**src/hdl/smpg_pkg.sv**
```systemverilog
`default_nettype none
package smpg_pkg;

  localparam int POS_W = 12;
  localparam int SPD_W = 10;
  localparam int PER_W = 16;

  localparam int IN_DATA_W  = 24;
  localparam int OUT_DATA_W = 8;

  localparam logic [POS_W-1:0] POS_MAX     = '1;
  localparam logic [PER_W-1:0] PER_MAX     = '1;
  localparam logic [PER_W-1:0] PER_RESET   = PER_W'(500);

  // tuser codes on the input channel
  localparam logic CMD_TICK = 1'b0;
  localparam logic CMD_MOVE = 1'b1;

  typedef enum logic [1:0] {
    ST_IDLE,
    ST_DIV,
    ST_DONE
  } ctrl_state_t;

  typedef struct packed {
    logic tick_acc;
    logic move_acc;
    logic div_step;
    logic per_load;
    logic load_out;
  } ctrl_cmd_t;

  typedef struct packed {
    logic div_last;
  } dp_status_t;

endpackage
`default_nettype wire

```
**src/hdl/smpg_ctrl.sv**
```systemverilog
`default_nettype none
module smpg_ctrl (
  input  wire                    clk,
  input  wire                    rst_n,
  input  wire                    in_tvalid,
  output logic                   in_tready,
  input  wire                    in_tuser,
  output logic                   out_tvalid,
  input  wire                    out_tready,
  input  smpg_pkg::dp_status_t   status,
  output smpg_pkg::ctrl_cmd_t    cmd
);
  import smpg_pkg::*;

  ctrl_state_t state_r, state_nxt;
  logic        out_valid_r, out_valid_nxt;
  logic        slot_free;
  logic        in_acc;

  assign slot_free = !out_valid_r || out_tready;
  assign in_acc    = in_tvalid && in_tready;

  always_comb begin
    state_nxt = state_r;
    unique case (state_r)
      ST_IDLE: begin
        if (in_acc && (in_tuser == CMD_MOVE)) state_nxt = ST_DIV;
      end
      ST_DIV: begin
        if (status.div_last) state_nxt = ST_DONE;
      end
      ST_DONE: begin
        if (slot_free) state_nxt = ST_IDLE;
      end
      default: state_nxt = ST_IDLE;
    endcase
  end

  always_comb begin
    cmd       = '0;
    in_tready = 1'b0;
    unique case (state_r)
      ST_IDLE: begin
        in_tready = slot_free;
        if (in_acc) begin
          if (in_tuser == CMD_MOVE) begin
            cmd.move_acc = 1'b1;
          end else begin
            cmd.tick_acc = 1'b1;
            cmd.load_out = 1'b1;
          end
        end
      end
      ST_DIV: begin
        cmd.div_step = 1'b1;
      end
      ST_DONE: begin
        if (slot_free) begin
          cmd.per_load = 1'b1;
          cmd.load_out = 1'b1;
        end
      end
      default: ;
    endcase
  end

  always_comb begin
    if (cmd.load_out) out_valid_nxt = 1'b1;
    else if (out_tready) out_valid_nxt = 1'b0;
    else out_valid_nxt = out_valid_r;
  end

  always_ff @(posedge clk) begin
    if (!rst_n) begin
      state_r     <= ST_IDLE;
      out_valid_r <= 1'b0;
    end else begin
      state_r     <= state_nxt;
      out_valid_r <= out_valid_nxt;
    end
  end

  assign out_tvalid = out_valid_r;

endmodule
`default_nettype wire

```
**src/hdl/smpg_datapath.sv**
```systemverilog
`default_nettype none
module smpg_datapath #(
  parameter int STEPS_PER_MM     = 20,
  parameter int TICKS_PER_SECOND = 1000000,
  parameter int TRAVEL_MM        = 150
) (
  input  wire                                 clk,
  input  wire                                 rst_n,
  input  wire  [smpg_pkg::IN_DATA_W-1:0]      in_tdata,
  output logic [smpg_pkg::OUT_DATA_W-1:0]     out_tdata,
  input  wire                                 cfg_valid,
  input  wire                                 cfg_ready,
  input  wire                                 cfg_data,
  input  smpg_pkg::ctrl_cmd_t                 cmd,
  output smpg_pkg::dp_status_t                status
);
  import smpg_pkg::*;

  localparam int FULL = TRAVEL_MM * STEPS_PER_MM;
  localparam int TW   = $clog2(FULL + 2 * STEPS_PER_MM + 4096) + 2;
  localparam int RW   = SPD_W + $clog2(STEPS_PER_MM + 1);
  localparam int DW   = $clog2(TICKS_PER_SECOND + 1);
  localparam int CW   = $clog2(DW);
  localparam int QW   = (DW > PER_W) ? DW : PER_W + 1;

  localparam logic signed [TW-1:0] FULL_S   = TW'(FULL);
  localparam logic signed [TW-1:0] OVER_HI  = TW'(FULL + 2 * STEPS_PER_MM);
  localparam logic signed [TW-1:0] OVER_LO  = -TW'(2 * STEPS_PER_MM);
  localparam logic signed [TW-1:0] CLAMP_LO = TW'(5 * STEPS_PER_MM);
  localparam logic signed [TW-1:0] CLAMP_HI = TW'((TRAVEL_MM - 5) * STEPS_PER_MM);
  localparam logic signed [TW-1:0] POS_MAX_S = TW'(POS_MAX);
  localparam logic [POS_W-1:0] LAST_RESET = (FULL > 4095) ? POS_MAX : POS_W'(FULL);
  localparam logic [DW-1:0]    DIVIDEND   = DW'(TICKS_PER_SECOND);
  localparam logic [RW-1:0]    STEPS_R    = RW'(STEPS_PER_MM);

  logic              end_mode_r;
  logic [POS_W-1:0]  last_r, pulse_cnt_r, pulse_tgt_r;
  logic [PER_W-1:0]  per_r, pc_r;
  logic              run_r, dir_r, fin_r;
  logic [RW-1:0]     rate_r, rem_r;
  logic [DW-1:0]     quo_r;
  logic [CW-1:0]     bit_r;
  logic [OUT_DATA_W-1:0] out_r;

  logic [POS_W-1:0]  last_nxt, pulse_cnt_nxt, pulse_tgt_nxt;
  logic [PER_W-1:0]  per_nxt, pc_nxt;
  logic              run_nxt, dir_nxt, fin_nxt;

  // move geometry
  logic [POS_W-1:0]        tin;
  logic [SPD_W-1:0]        spd, spd_c;
  logic signed [TW-1:0]    tin_c, tgt, stored, travel, mag_w;
  logic [POS_W-1:0]        mag, stored_p;

  assign tin = in_tdata[POS_W-1:0];
  assign spd = in_tdata[POS_W +: SPD_W];
  assign spd_c = (spd == '0) ? SPD_W'(1) : spd;

  always_comb begin
    tin_c = TW'(tin);
    if (tin_c > FULL_S) tin_c = FULL_S;
    if (!end_mode_r) begin
      stored = tin_c;
      if (tin_c == FULL_S) tgt = OVER_HI;
      else if (tin_c == '0) tgt = OVER_LO;
      else tgt = tin_c;
    end else begin
      tgt = tin_c;
      if (tgt < CLAMP_LO) tgt = CLAMP_LO;
      else if (tgt > CLAMP_HI) tgt = CLAMP_HI;
      stored = tgt;
    end
    travel = tgt - TW'(last_r);
    mag_w  = travel[TW-1] ? -travel : travel;
    mag    = (mag_w > POS_MAX_S) ? POS_MAX : mag_w[POS_W-1:0];
    stored_p = (stored > POS_MAX_S) ? POS_MAX : stored[POS_W-1:0];
  end

  // one restoring division step per cycle
  logic [RW:0]   trial;
  logic          ge;
  logic [RW-1:0] rem_step;
  logic [QW-1:0] q_ext;
  logic [PER_W-1:0] q_sat;

  assign trial    = {rem_r, DIVIDEND[bit_r]};
  assign ge       = trial >= {1'b0, rate_r};
  assign rem_step = ge ? RW'(trial - {1'b0, rate_r}) : trial[RW-1:0];
  assign status.div_last = (bit_r == '0);

  always_comb begin
    q_ext = QW'(quo_r);
    if (q_ext == '0) q_sat = PER_W'(1);
    else if (q_ext > QW'(PER_MAX)) q_sat = PER_MAX;
    else q_sat = q_ext[PER_W-1:0];
  end

  // state update
  logic [PER_W:0] pc_inc;
  logic [POS_W-1:0] cnt_inc;

  assign pc_inc  = {1'b0, pc_r} + 1'b1;
  assign cnt_inc = pulse_cnt_r + 1'b1;

  always_comb begin
    last_nxt      = last_r;
    pulse_cnt_nxt = pulse_cnt_r;
    pulse_tgt_nxt = pulse_tgt_r;
    per_nxt       = per_r;
    pc_nxt        = pc_r;
    run_nxt       = run_r;
    dir_nxt       = dir_r;
    fin_nxt       = fin_r;
    priority if (cmd.move_acc) begin
      last_nxt      = stored_p;
      pulse_tgt_nxt = mag;
      dir_nxt       = !travel[TW-1] && (travel != '0);
      pulse_cnt_nxt = '0;
      pc_nxt        = '0;
      fin_nxt       = (mag == '0);
      run_nxt       = (mag != '0);
    end else if (cmd.tick_acc) begin
      if (run_r) begin
        if (pc_inc >= {1'b0, per_r}) begin
          pc_nxt = '0;
          if (cnt_inc >= pulse_tgt_r) begin
            fin_nxt       = 1'b1;
            run_nxt       = 1'b0;
            pulse_cnt_nxt = '0;
          end else begin
            pulse_cnt_nxt = cnt_inc;
          end
        end else begin
          pc_nxt = pc_inc[PER_W-1:0];
        end
      end
    end else if (cmd.per_load) begin
      per_nxt = q_sat;
    end
  end

  logic [PER_W:0] half;
  logic           step_nxt;

  assign half     = ({1'b0, per_nxt} + 1'b1) >> 1;
  assign step_nxt = run_nxt && ({1'b0, pc_nxt} < half);

  always_ff @(posedge clk) begin
    if (!rst_n) begin
      end_mode_r  <= 1'b0;
      last_r      <= LAST_RESET;
      pulse_cnt_r <= '0;
      pulse_tgt_r <= '0;
      per_r       <= PER_RESET;
      pc_r        <= '0;
      run_r       <= 1'b0;
      dir_r       <= 1'b0;
      fin_r       <= 1'b0;
    end else begin
      if (cfg_valid && cfg_ready) end_mode_r <= cfg_data;
      last_r      <= last_nxt;
      pulse_cnt_r <= pulse_cnt_nxt;
      pulse_tgt_r <= pulse_tgt_nxt;
      per_r       <= per_nxt;
      pc_r        <= pc_nxt;
      run_r       <= run_nxt;
      dir_r       <= dir_nxt;
      fin_r       <= fin_nxt;
    end
  end

  always_ff @(posedge clk) begin
    if (cmd.move_acc) begin
      rate_r <= RW'(spd_c * STEPS_R);
      rem_r  <= '0;
      quo_r  <= '0;
      bit_r  <= CW'(DW - 1);
    end else if (cmd.div_step) begin
      rem_r <= rem_step;
      quo_r <= {quo_r[DW-2:0], ge};
      if (bit_r != '0) bit_r <= bit_r - 1'b1;
    end
    if (cmd.load_out) begin
      out_r <= {4'b0, fin_nxt, run_nxt, dir_nxt, step_nxt};
    end
  end

  assign out_tdata = out_r;

endmodule
`default_nettype wire

```
**src/hdl/stepper_move_pulse_generator_unit.sv**
```systemverilog
`default_nettype none
// Channel | Direction | Beat contents
// in_     | slave     | tuser: command (0 tick, 1 move);
//         |           | tdata: target_position[11:0], speed[21:12]
// out_    | master    | tdata: step_out, direction, busy_res, done_res
// cfg_    | slave     | data: end_mode
//
// Ticks may arrive back to back while the out_ side takes each result.
// A move beat runs the bit-serial period divider, one quotient bit a cycle,
// and no new beat is taken until its result is loaded into the output register.
// Reset is synchronous; no clearing pass is needed.
// The result sits in an output register; a stalled out_ side holds in_tready low
// only once the register is full and not being taken.
module stepper_move_pulse_generator_unit #(
  parameter int STEPS_PER_MM     = 20,
  parameter int TICKS_PER_SECOND = 1000000,
  parameter int TRAVEL_MM        = 150
) (
  input  wire         clk,
  input  wire         rst_n,
  input  wire         in_tvalid,
  output logic        in_tready,
  input  wire  [23:0] in_tdata,   // target_position[11:0], speed[21:12], zero pad
  input  wire         in_tuser,   // command
  output logic        out_tvalid,
  input  wire         out_tready,
  output logic [7:0]  out_tdata,  // step_out, direction, busy_res, done_res, zero pad
  input  wire         cfg_valid,
  output logic        cfg_ready,
  input  wire         cfg_data    // end_mode
);
  import smpg_pkg::*;

  ctrl_cmd_t  cmd;
  dp_status_t status;

  assign cfg_ready = 1'b1;

  smpg_ctrl u_ctrl (
    .clk        (clk),
    .rst_n      (rst_n),
    .in_tvalid  (in_tvalid),
    .in_tready  (in_tready),
    .in_tuser   (in_tuser),
    .out_tvalid (out_tvalid),
    .out_tready (out_tready),
    .status     (status),
    .cmd        (cmd)
  );

  smpg_datapath #(
    .STEPS_PER_MM     (STEPS_PER_MM),
    .TICKS_PER_SECOND (TICKS_PER_SECOND),
    .TRAVEL_MM        (TRAVEL_MM)
  ) u_dp (
    .clk       (clk),
    .rst_n     (rst_n),
    .in_tdata  (in_tdata),
    .out_tdata (out_tdata),
    .cfg_valid (cfg_valid),
    .cfg_ready (cfg_ready),
    .cfg_data  (cfg_data),
    .cmd       (cmd),
    .status    (status)
  );

endmodule
`default_nettype wire

```
**config.mk**
```make
export PLATFORM = sky130hd
export DESIGN_NAME = stepper_move_pulse_generator_unit
export DESIGN_NICKNAME = d
export VERILOG_FILES = /design/src/hdl/smpg_pkg.sv /design/src/hdl/smpg_ctrl.sv /design/src/hdl/smpg_datapath.sv /design/src/hdl/stepper_move_pulse_generator_unit.sv
export SDC_FILE = /design/constraint.sdc
export NUM_CORES = 1
export LEC_CHECK = 0
export ABC_AREA = 1
export BUFFER_PORTS_ARGS = -buffer_cell sky130_fd_sc_hd__buf_2
export CORE_MARGIN = 2
export CORE_UTILIZATION = 68
export DETAILED_ROUTE_END_ITERATION = 10
export PLACE_DENSITY_LB_ADDON = 0.1
export SLEW_MARGIN = 10
export SYNTH_ARGS = -nofsm -noshare
export SYNTH_HDL_FRONTEND = slang
export SYNTH_SLANG_ARGS = --single-unit
```
**constraint.sdc**
```tcl
create_clock -name clk -period 8.4 [get_ports clk]
set_input_delay 0.42 -clock clk [delete_from_list [all_inputs] [get_ports clk]]
set_output_delay 0.42 -clock clk [all_outputs]
set_load 0.01 [all_outputs]
```
Yosys cells after proc, flatten, opt, wreduce, memory -nomap -nowiden
Memory sizes are Yosys's and may differ from the RTL's. A register that Yosys moved wholly into a read port is not among the register bits.
Cells that the tools add are included.
Word-level totals
  bits in registers: 132
  logic and storage cells: 116
  memory bits (read-only): 32
  memories: 1
  output and inout port bits: 11
Cells by class
  equality and inequality tests: 6
  muxes and demuxes: 52
  $lt $le $gt $ge: 11
  add/subtract/negate cells: 7
  $mul: 1
  bitwise logic cells: 1
  reductions and logical operators: 21
Memories
  (no name shown): words 32, bits a word 1, rd ports 1, clocked after Yosys merged registers in 1, write ports 0, RTL line smpg_datapath.sv:86  | assign trial = {rem_r, DIVIDEND[bit_r]};
Operator list (count)
  $mux W16: 9
  $mux W15: 8
  $mux W12: 4
  $add A16 B1 Y17 const B: 2
  $gt A15 B13 Y1 const B: 2
  $gt A12 B12 Y1 const B: 2
  $gt A20 B16 Y1 const B: 1
  $logic_not A20 Y1: 1
  $mux W1: 20
  $ge A17 B16 Y1: 1
  $ge A16 B15 Y1: 1
  $lt A16 B16 Y1: 1
  $logic_not A15 Y1: 1
  $neg A15 Y15: 1
  $reduce_bool A15 Y1: 1
  $sub A15 B12 Y15: 1
  $sub A15 B15 Y15: 1
  $mul A10 B3 Y13 const B: 1
  $add A12 B1 Y12 const B: 1
  $eq A12 B12 Y1 const B: 1
  $ge A12 B12 Y1: 1
  $logic_not A12 Y1: 1
  $lt A12 B7 Y1 const B: 1
  $mux W2: 6
  other kinds (23): 30

Depth between registers and ports, before layout
  word-level depth: 14
  mapped depth: 36
  gate-level depth less buffers: 36

Cells and area by module
A second synthesis with hierarchy kept.
Unflattened totals
  cells, all modules: 1448
  area total of the unflattened synthesis: 9801.9 um^2
Modules (own cells, without submodules)
  smpg_datapath: instances 1, seq. area each 2772.7 um^2, area each 9590.4 um^2, cells each 1416
  smpg_ctrl: instances 1, seq. area each 60.1 um^2, area each 200.2 um^2, cells each 30
  stepper_move_pulse_generator_unit: instances 1, seq. area each 0.0 um^2, area each 11.3 um^2, cells each 2

Worst setup path after synthesis
OpenSTA, ideal clock, no wires.
  path type: input to register
  from: input port in_tdata[11]
  to: register u_dp.out_r[0], in the netlist u_dp.out_tdata[0], data pin
  data required time: 8.148 ns
  slack: 4.055 ns
  data arrival time: 4.093 ns
  stages: 31
  path through: inv_2 nor3_4 nand4_2 nand2_4 buf_4 nor2_1 o31ai_1 nor2_1 nand2_1 a31oi_1 or2_2 ha_1 fa_1 inv_1 nand3_2 nand2_2 nand4_2 nand2_2 xor2_4 nand2_1 nor2_1 nand3_1 nand3_1 nand2_1 nand2_2 nand2_2 buf_6 nor2_4 nand3_4 nand2_2 nor2_1
Between the ends
  cells in the longest elaborated chain, start to end: 14
  elaborated cells between the ends (all ways): 19
Ends and longest elaborated chain
  start, declared: RTL line stepper_move_pulse_generator_unit.sv:23  | input wire [23:0] in_tdata,
  $gt A12 B12 Y1: RTL line smpg_datapath.sv:61  | if (tin_c > FULL_S) tin_c = FULL_S;
  $mux W12 (*): RTL line smpg_datapath.sv:61
  $gt A12 B12 Y1 / $logic_not A15 Y1 (equally long branches): RTL line smpg_datapath.sv:70, smpg_datapath.sv:65
  $mux W15, on equally long branches: RTL line smpg_datapath.sv:70, smpg_datapath.sv:65
  $mux W15, on equally long branches: RTL line smpg_datapath.sv:69, smpg_datapath.sv:64
  $mux W15 (*): RTL line smpg_datapath.sv:62  | if (!end_mode_r) begin
  $sub A15 B12 Y15 (*): RTL line smpg_datapath.sv:73  | travel = tgt - TW'(last_r);
  $neg A15 Y15: RTL line smpg_datapath.sv:74  | mag_w = travel[TW-1] ? -travel : travel;
  $mux W15 (*): RTL line smpg_datapath.sv:74
  $gt A15 B13 Y1: RTL line smpg_datapath.sv:75  | mag = (mag_w > POS_MAX_S) ? POS_MAX : mag_w[POS_W-1:0];
  $mux W12 (*): RTL line smpg_datapath.sv:75
  $reduce_bool A12 Y1 (*): RTL line smpg_datapath.sv:121  | run_nxt = (mag != '0);
  $mux W1 (*): RTL line smpg_datapath.sv:114  | priority if (cmd.move_acc) begin
  $logic_and A1 B1 Y1 (*): RTL line smpg_datapath.sv:146  | assign step_nxt = run_nxt && ({1'b0, pc_nxt} < half);
  named net u_dp.step_nxt: RTL line smpg_datapath.sv:143  | logic step_nxt;
  end signal, assigned: RTL line smpg_datapath.sv:184  | out_r <= {4'b0, fin_nxt, run_nxt, dir_nxt, step_nxt};
  end, declared: RTL line smpg_datapath.sv:43  | logic [OUT_DATA_W-1:0] out_r;
The timed path passes the listed nets; every way through them passes the cells marked *.
A chain may end at the register's enable or synchronous reset.

Worst setup path in the final report
  from: register u_dp.pc_r[2]
  to: register u_dp.out_r[0], in the netlist u_dp.out_tdata[0], data pin
Between the ends
  cells in the longest elaborated chain, start to end: 8
  elaborated cells between the ends (all ways): 12
Ends and longest elaborated chain
  start, declared: RTL line smpg_datapath.sv:38  | logic [PER_W-1:0] per_r, pc_r;
  start signal, assigned: RTL line smpg_datapath.sv:165  | pc_r <= pc_nxt;
  $add A16 B1 Y17 (*): RTL line smpg_datapath.sv:102  | assign pc_inc = {1'b0, pc_r} + 1'b1;
  $ge A17 B16 Y1: RTL line smpg_datapath.sv:124  | if (pc_inc >= {1'b0, per_r}) begin
  $mux W16 (*): RTL line smpg_datapath.sv:124
  $mux W16 (*): RTL line smpg_datapath.sv:123  | if (run_r) begin
  $mux W16 (*): RTL line smpg_datapath.sv:122  | end else if (cmd.tick_acc) begin
  $mux W16 (*): RTL line smpg_datapath.sv:114
  named net u_dp.pc_nxt[9]: RTL line smpg_datapath.sv:46  | logic [PER_W-1:0] per_nxt, pc_nxt;
  $lt A16 B16 Y1 (*): RTL line smpg_datapath.sv:146
  $logic_and A1 B1 Y1 (*): RTL line smpg_datapath.sv:146
  named net u_dp.step_nxt: RTL line smpg_datapath.sv:143
Marks and branches as above.

==> impl_results.md <==
- Status: complete, no violations
- Post-synth top flop: dfxtp_1
- Initial antenna violation count: 0
- Post-CTS Setup Inserts: 0
- Yosys top cell area share: 0.236
- Share of cells above drive strength 1: 0.0989
- CP Data Required Time: approximately 8.7 ns
- DR vias/cell: around 5.5
- Leakage: approximately 5.3 nW
- Crit start category: register
- Hold Crit Class: in2reg
- Element type at the critical path end: register
- Ant diodes: 0
- Die height: about 120 µm
- DRC viols: 0
- WL per Instance: roughly 14 µm
- Yosys top cell by area: dfxtp_1
- # setup viols final: 0
- Sink Count: 133
- Final Hold Viols: 0
- Relative slew slack: 0.323
- RSZ-0062 raised after global routing: no
- WL final: between 20000 and 25000 µm
- Clock Pin Slew Worst Setup and Hold Paths: roughly 0.060 ns
- Max stage delay on crit path: 0.40 ns
- CTS tree: yes
- Clock latency on the worst-skew pair: 0.43 ns
- Period Utilization, post-route: 0.635
- Fin nets: 1546
- Post_cts resized: 0
- Fin Setup TNS: 0 ns
- CP Data Arrival Time: about 5.6 ns
- Power Density: 197 nW/µm²
- Slowest CP cell: nand4_1
- Mapped cell area: a little under 10000 µm²
- Fin crit period: between 5 and 6 ns
- IO Pins: 42
- Port Buf Inserts: 34
- Largest net degree at the start of global routing: 68
- Area grow syn2layout: 8.54%
- Final Max Slew Viols: 0
- Final Skew: roughly 0.0086 ns
- Peak supply drop: approximately 160 µV
- Most frequent cell after synthesis: nand2_1
- Sequential share of the synthesized area: 0.288
- Syn avg cell area: a little under 7 µm²
- First-pass GRT wire length: about 38000 µm
- Overall Global Routing Usage: 0.293
- Starting Density: 0.703
- Fmax: 0.187 GHz
- Crit path kind: reg2reg
- GP Congestion: between 0.9 and 1
- Detailed placement HPWL: between 15000 and 20000 µm
- Most frequent CP cell: inv_1
- Hold-fix buffers, CTS: 0
- DIE WIDTH: 124 µm
- Cell variety after synth: 65
- Asr flop ratio synth: 0
- Synthesis-stage register bit count: about 130
- Top post-synthesis cells by count: 272 x nand2_1, 234 x inv_1, 147 x nor2_1, 116 x dfxtp_1, 89 x ha_1
- Max cap viols: 0
- Clk buf depth: 2
- # rows: 43
- Core area: 14000 µm²
- Synth area leaders: dfxtp_1 24%, ha_1 11%, nand2_1 10%
- TritonCTS Buffers: 17
- Mapped Cells: between 1000 and 1500
- H-tree level count: 4
- Drt pass-1 iters: 5
- Critical path fanouts, max: 10
- Root buf cell: clkbuf_16
- EDFF count, synth: 17
- Die ar.: approximately 15000 µm²
- Drt initial violations: 645
- Ys Warns: 0
- Worst-Margin Slew: 1.01 ns
- Vias in the first global route: 8244
- Via Count: between 8000 and 9000
- Tot Pwr: ~2.1 mW
- Routed Antenna Nets: 0
- Grt total ovfl: 0
[power by group]
group / switching [mW] / internal (mW) / leakage [nW] / total, mW
Clock: 0.277 / 0.519 / 0.303 / 0.795
Combinational: 0.376 / 0.198 / 3.86 / 0.574
Sequential: 0.0359 / 0.698 / 1.10 / 0.734
Total: 0.688 / 1.42 / 5.27 / 2.10
[final timing paths]
check,start,end,slack [ns],depth (start not counted)
min reg2reg,u_dp.last_r[10]$_SDFFE_PN0P_,u_dp.last_r[10]$_SDFFE_PN0P_,0.46,2
min,in_tdata[13],u_dp.rate_r[3]$_DFFE_PP_,0.21,1
max reg2reg,u_dp.pc_r[2]$_SDFF_PN0_,u_dp.out_tdata[0]$_DFFE_PP_,3.06,28
max,u_dp.pc_r[2]$_SDFF_PN0_,u_dp.out_tdata[0]$_DFFE_PP_,3.06,28
[flip-flops by register name (all words and copies together), names as in the netlist, 2 cells and up]
name,count
u_ctrl.state_r,2
u_dp.bit_r,5
u_dp.last_r,12
u_dp.out_tdata,4
u_dp.pc_r,16
u_dp.per_r,16
u_dp.pulse_cnt_r,12
u_dp.pulse_tgt_r,12
u_dp.q_ext,20
u_dp.rate_r,13
u_dp.rem_r,15
[worst max-delay path: cells and delay by family, from the launching register on]
family	cells	cell delay (ns)
AND/OR/NAND/NOR	15	2.46
buffers and inverters	5	0.67
adder cells (fa/ha/maj)	2	0.55
AO/OA/AOI/OAI	5	0.93
flip-flops	1	0.37
XOR/XNOR	1	0.21
[cells by family (layout without fill, tap and decap cells)]
group	after synthesis	in the layout	share of synthesized area
buffers and inverters	298	319	0.120
AOI/OAI and AO/OA	244	244	0.148
and+or+nand+nor	589	589	0.273
DFF	133	133	0.288
xor gates and xnor gates	54	54	0.0508
other	2	5	0.000764
adders and majority gates	92	92	0.119
[stage by stage]
stage	util	hold WS [ns]	area (µm²)	instances	worst slack, ns
after floorplan	-	0.423	9840	1415	4.05
after global placement	0.718	0.446	10000	1584	3.34
after detailed placement	0.718	0.448	10000	1584	3.28
after CTS	0.763	0.206	10700	1616	3.20
after global routing	0.763	0.210	10700	1616	2.62
final	0.763	0.212	10700	1616	3.06
[layout by cell type (no fill, tap or decap), types with 4 or more instances in the layout]
cell type / count
o21bai_1: 7
nand3_2: 5
o221ai_1: 6
a211oi_1: 11
dfxtp_1: 116
ha_1: 89
o31ai_1: 4
o211ai_1: 12
o21ai_1: 4
a31oi_1: 7
nor4_1: 4
edfxtp_1: 17
clkbuf_16: 17
a21oi_1: 79
buf_4: 5
bufinv_16: 4
conb_1: 5
inv_2: 9
nor2_4: 7
o22ai_1: 14
nand2_2: 11
o21ai_2: 5
clkinv_2: 4
nand4_2: 4
buf_2: 34
nand4_1: 25
nand3_1: 63
nand2_1: 272
xor2_1: 49
inv_1: 234
nor3_1: 25
nor2_2: 8
nor2_1: 145
o21ai_0: 76
[per-layer routing]
| layer | wire length, µm | global-route usage | vias to the layer above |
|---|---|---|---|
| li1 | - | - | 4605 |
| met1 | 10100 | 0.378 | 4065 |
| met2 | 10800 | 0.495 | 204 |
| met3 | 875 | 0.0439 | 49 |
| met4 | 666 | 0.113 | 0 |
| met5 | 0 | 0 | - |
[layout make-up]
class                           count  area [µm²]
Inverter                          248         935
Sequential cell                   133        2830
Tap cell                          180         225
Timing Repair Buffer               39         208
Clock inverter                      9         150
Multi-Input combinational cell    984        5840
Fill cell                        1137        3320
Clock buffer                       23         478
(Power assumes the default switching activity.)
